$ cat config.mk
export PLATFORM = sky130hd
export DESIGN_NAME = hsie_mix
export DESIGN_NICKNAME = d
export VERILOG_FILES = /design/src/rtl/hsie_pkg.sv /design/src/rtl/hsie_mix.sv
export SDC_FILE = /design/constraint.sdc
export NUM_CORES = 2
export LEC_CHECK = 0
export BUFFER_PORTS_ARGS = -buffer_cell sky130_fd_sc_hd__buf_4
export CAP_MARGIN = 20
export CORE_ASPECT_RATIO = 1.4
export CORE_UTILIZATION = 30
export CTS_BUF_LIST = sky130_fd_sc_hd__clkbuf_16
export DETAILED_ROUTE_END_ITERATION = 10
export RECOVER_POWER = 100
export SLEW_MARGIN = 20
export SYNTH_ARGS = -nofsm -noshare
export SYNTH_HDL_FRONTEND = slang
export SYNTH_SLANG_ARGS = --single-unit
$ cat constraint.sdc
create_clock -name clk -period 11.65 [get_ports clk]
set_input_delay 1.165 -clock clk [delete_from_list [all_inputs] [get_ports clk]]
set_output_delay 1.165 -clock clk [all_outputs]
set_load 0.005 [all_outputs]
$ cat src/rtl/hsie_pkg.sv
// Shared types and constants for the hashed-state instruction executor.
`timescale 1ns / 1ps
`default_nettype none

package hsie_pkg;

  typedef logic [63:0] word_t;
  typedef logic [3:0]  reg_idx_t;

  localparam int unsigned NUM_REGS = 16;

  localparam logic [3:0] MODE_ALU    = 4'd0;
  localparam logic [3:0] MODE_CMP    = 4'd2;
  localparam logic [3:0] MODE_BIND   = 4'd3;
  localparam logic [3:0] MODE_STATE  = 4'd4;
  localparam logic [3:0] MODE_PROOF  = 4'd6;
  localparam logic [3:0] MODE_COMMIT = 4'd7;
  localparam logic [3:0] MODE_HALT   = 4'd15;

  localparam logic [3:0] ALU_ADD     = 4'd0;
  localparam logic [3:0] ALU_SUB     = 4'd1;
  localparam logic [3:0] ALU_AND     = 4'd2;
  localparam logic [3:0] ALU_OR      = 4'd3;
  localparam logic [3:0] ALU_XOR     = 4'd4;
  localparam logic [3:0] ALU_NOT     = 4'd5;
  localparam logic [3:0] ALU_SHL     = 4'd6;
  localparam logic [3:0] ALU_SHR     = 4'd7;
  localparam logic [3:0] ALU_ROTL    = 4'd8;
  localparam logic [3:0] ALU_ROTR    = 4'd9;
  localparam logic [3:0] ALU_AND_ALT = 4'd10;
  localparam logic [3:0] ALU_XOR_ALT = 4'd11;
  localparam logic [3:0] ALU_BIT     = 4'd12;

  localparam logic [3:0] SOP_SEED      = 4'd0;
  localparam logic [3:0] SOP_SPRING    = 4'd1;
  localparam logic [3:0] SOP_PROPAGATE = 4'd2;
  localparam logic [3:0] SOP_FORK      = 4'd3;
  localparam logic [3:0] SOP_JOIN      = 4'd4;
  localparam logic [3:0] SOP_ROLLBACK  = 4'd5;
  localparam logic [3:0] SOP_SNAPSHOT  = 4'd6;

  localparam logic [1:0] ST_OK      = 2'd0;
  localparam logic [1:0] ST_ILLEGAL = 2'd1;
  localparam logic [1:0] ST_HALT    = 2'd2;

  localparam word_t MIX_K1 = 64'hbf58476d1ce4e5b9;
  localparam word_t MIX_K2 = 64'h94d049bb133111eb;

  typedef enum logic [1:0] {
    S_IDLE,
    S_EXEC,
    S_HASH,
    S_DONE
  } fsm_state_t;

  typedef struct packed {
    logic     en;
    reg_idx_t addr;
    word_t    data;
  } rf_wr_t;

endpackage

`default_nettype wire

$ cat src/rtl/hsie_mix.sv
// Iterative 64-bit mix finalizer built on one shared 32x32 multiplier.
`timescale 1ns / 1ps
`default_nettype none

module hsie_mix
  import hsie_pkg::*;
(
  input  wire logic  clk,
  input  wire logic  rst,
  input  wire logic  start,
  input  wire word_t x,
  output logic       done,
  output word_t      y
);

  logic        busy;
  logic        round;
  logic [1:0]  part;
  word_t       opnd;
  word_t       acc;
  word_t       k;
  logic [31:0] mul_a;
  logic [31:0] mul_b;
  word_t       prod;
  word_t       sum;

  assign k     = round ? MIX_K2 : MIX_K1;
  assign mul_a = (part == 2'd1) ? opnd[63:32] : opnd[31:0];
  assign mul_b = (part == 2'd2) ? k[63:32] : k[31:0];
  assign prod  = {32'h0, mul_a} * {32'h0, mul_b};
  assign sum   = acc + {prod[31:0], 32'h0};

  always_ff @(posedge clk) begin
    if (rst) begin
      busy  <= 1'b0;
      done  <= 1'b0;
      round <= 1'b0;
      part  <= 2'd0;
    end else begin
      done <= 1'b0;
      if (start) begin
        opnd  <= x ^ (x >> 30);
        round <= 1'b0;
        part  <= 2'd0;
        busy  <= 1'b1;
      end else if (busy) begin
        case (part)
          2'd0: begin
            acc  <= prod;
            part <= 2'd1;
          end
          2'd1: begin
            acc  <= sum;
            part <= 2'd2;
          end
          2'd2: begin
            part <= 2'd0;
            if (!round) begin
              opnd  <= sum ^ (sum >> 27);
              round <= 1'b1;
            end else begin
              y    <= sum ^ (sum >> 31);
              busy <= 1'b0;
              done <= 1'b1;
            end
          end
          default: part <= 2'd0;
        endcase
      end
    end
  end

  a_done_not_busy: assert property (@(posedge clk) disable iff (rst)
    done |-> !busy)
    else $error("mix done while still busy");

  a_start_when_free: assert property (@(posedge clk) disable iff (rst)
    start |-> !busy)
    else $error("mix restarted while busy");

endmodule

`default_nettype wire

==> flow_summary.toml <==
[timing]
finalHoldViolCount = 0
slew_headroom = -1.73
finalClockSkew_ns = 0.0204
rsz0062_at_grt = "false"
min_period_ns = 10.98
setup-violations-final = 0
maxSlewViolCount = 312
max_freq_mhz = 91.1
fin_hold_ws_ns = 0.580
tightest_slew_ns = 4.09
setup-tns-final_ns = 0
post-route-period-util = 0.942

[placed_design]
place.gp.congestion = 1.03
io_buffers = 131
dpl.hpwl_um = 133000

[clock_network]
cts_sinks = 197
clk_latency_ns = 0.46
cts_root_buf = "clkbuf_16"
cts-buffers-inserted = 17
cts_tree = "done"
clockBufferDepth = 2
postCtsSetupBuffers = 0
post_cts_resized = 0
path_clk_slew_ns = 0.08
cts-htree-levels = 4
hold_buffers = 0

[drt]
top_layer = "met4"
num_vias = 28300
route.met3.wl_um = 6790
drtPass1Iterations = 5
drt_iter0_drc = 1902
ant_nets = 0
viasPerCell = 4.84
routed_wl_um = 149000
wl_met1_um = 50300
wl_per_cell_um = 25.6
wl_met2_um = 76000
drcViolationCount = 0

[die]
die_h_um = 430
start_util = 0.303
num_rows = 156
core_area_mm2 = 0.129
ioPinCount = 132
die-area_mm2 = 0.132
fp.dieW_um = 307

[worst_setup_path]
crit_family = "adder cells"
end_kind = "flop"
crit_required_ns = 11.83
crit_top_cell = "fa_1"
path_class = "reg2reg"
critPathLaunchType = "flop"
slowest_stage = "nand2b_1"
critPathArrivalTime_ns = 11.16
slowest_delay_ns = 0.72
cp_num_buf_inv = 8
worstPathMaxFanout = 14

[yosys]
synth_cell_type_count = 64
synth_enable_flop_cells = 192
async_flop_share = 0
synth_area_mm2 = 0.0392
avgSynthCellArea_um2 = 10.0
syn_nets = 5152
ys_ff_latch = 197
syn-instance-count = 3900
ys_warn_count = 0
synthFlopType = "edfxtp_1"
yosysSeqAreaShare = 0.150

[outcome]
violations = "capacitance limit, slew limit"
outcome = "finished, violations left"

[final_layout]
n_antenna_cell = 0
drive_gt1_frac = 0.0757
nets = 5345
area_delta_synth_final_pct = 11.1

[min_path]
hold_path.class = "reg2reg"

[global_routing]
grt_max_degree = 101
grtUsageTotal = 0.231
grt_pass1_vias = 31400
grt_overflow = 0
grt_pass1_wl_um = 216000
antenna_found_initial = 0

[run]
drv_cap = 6
-- cell usage after synthesis (5+ instances only) --
cell type	count	area share
buf_1	10	0.00096
a31oi_1	10	0.0016
clkbuf_1	100	0.0096
nand3_1	19	0.0024
a211oi_1	9	0.0017
nor3_1	29	0.0037
a21o_1	73	0.014
xor2_1	82	0.018
xnor2_1	120	0.027
ha_1	367	0.12
mux2i_1	17	0.0043
nand2b_1	30	0.0048
nor2_1	310	0.030
inv_1	964	0.092
edfxtp_1	192	0.15
a21boi_0	5	0.00096
a21oi_1	125	0.016
o21ai_1	5	0.00064
o31ai_1	8	0.0015
nand4_1	22	0.0035
nand2_1	256	0.025
dfxtp_1	5	0.0026
o21a_1	12	0.0023
fa_1	818	0.42
or2_2	5	0.00080
nor2b_1	15	0.0024
mux2_2	25	0.0072
and3_1	18	0.0029
o21ai_0	102	0.013
and2_1	60	0.0096
or3_1	5	0.00080
o2111ai_1	5	0.0011
o21bai_1	26	0.0050
-- cell usage in the layout (no fill, tap or decap), drive strengths merged, types with 4 or more instances in the layout --
cell	synthesis	layout
a211o	4	4
a211oi	10	10
a21boi	5	5
a21o	73	73
a21oi	127	127
a31oi	11	11
and2	60	60
and3	18	18
and4	4	4
buf	11	182
clkbuf	100	120
clkinv	0	10
dfxtp	5	5
edfxtp	192	192
fa	818	818
ha	367	367
inv	964	969
mux2	25	25
mux2i	17	17
nand2	256	256
nand2b	30	30
nand3	19	19
nand4	22	22
nor2	310	310
nor2b	15	15
nor3	29	29
o2111ai	5	5
o21a	12	12
o21ai	109	109
o21bai	26	26
o31ai	10	10
or2	5	5
or3	5	5
xnor2	121	121
xor2	82	82
-- registers in the layout, indices dropped and copies added, names as in the netlist --
register	cells
acc	64
busy	1
done	1
opnd	64
part	2
round	1
y	64
-- metal layers --
metal	vias up	track usage
met4	0	0.206
met2	1115	0.409
met3	442	0.0238
met1	14400	0.240
li1	12300	-
met5	-	0
-- worst min-delay path, cell delays in order, from the launching register on --
cell     delay, ns
dfxtp_4       0.38
a21oi_1       0.12
nor3_1        0.05
-- layout make-up --
type                            instances  area (um^2)
Sequential cell                       197         5870
Tap cell                             1738         2170
Clock inverter                         15          184
Fill cell                           13300        85900
Multi-Input combinational cell       2628        29300
Inverter                              964         3620
Clock buffer                           17          425
Timing Repair Buffer                  285         1940
-- kinds of logic (layout without fill, tap and decap cells) --
group | count (synthesis) | in the layout | share of synthesized area
fa+ha+maj | 1185 | 1185 | 0.535
compound gates | 418 | 418 | 0.0674
simple gates | 779 | 779 | 0.0872
mux | 42 | 42 | 0.0115
buf+inv | 1075 | 1281 | 0.103
xor+xnor | 203 | 203 | 0.0456
flops | 197 | 197 | 0.150
other cells | 1 | 1 | 0.0000957
-- metrics by stage --
step	instances	worst slack, ns	instance area (um^2)	utilization
after floorplan	3900	1.73	39200	-
after global placement	5812	1.13	43200	0.333
after detailed placement	5812	1.01	43200	0.334
after CTS	5844	0.979	43800	0.338
after global routing	5844	0.182	43500	0.336
final	5844	0.673	43500	0.336
-- final timing paths --
kind / end / cells after the start / startpoint / slack (ns)
max: acc[56] / 32 / part[1] / 0.67
min: round / 2 / round / 0.58
max reg2reg: acc[56] / 32 / part[1] / 0.67
min reg2reg: round / 2 / round / 0.58
Power is left out: the tool's default activity adds up to more than one toggle a clock period on the data nets, which glitch-free logic cannot reach.
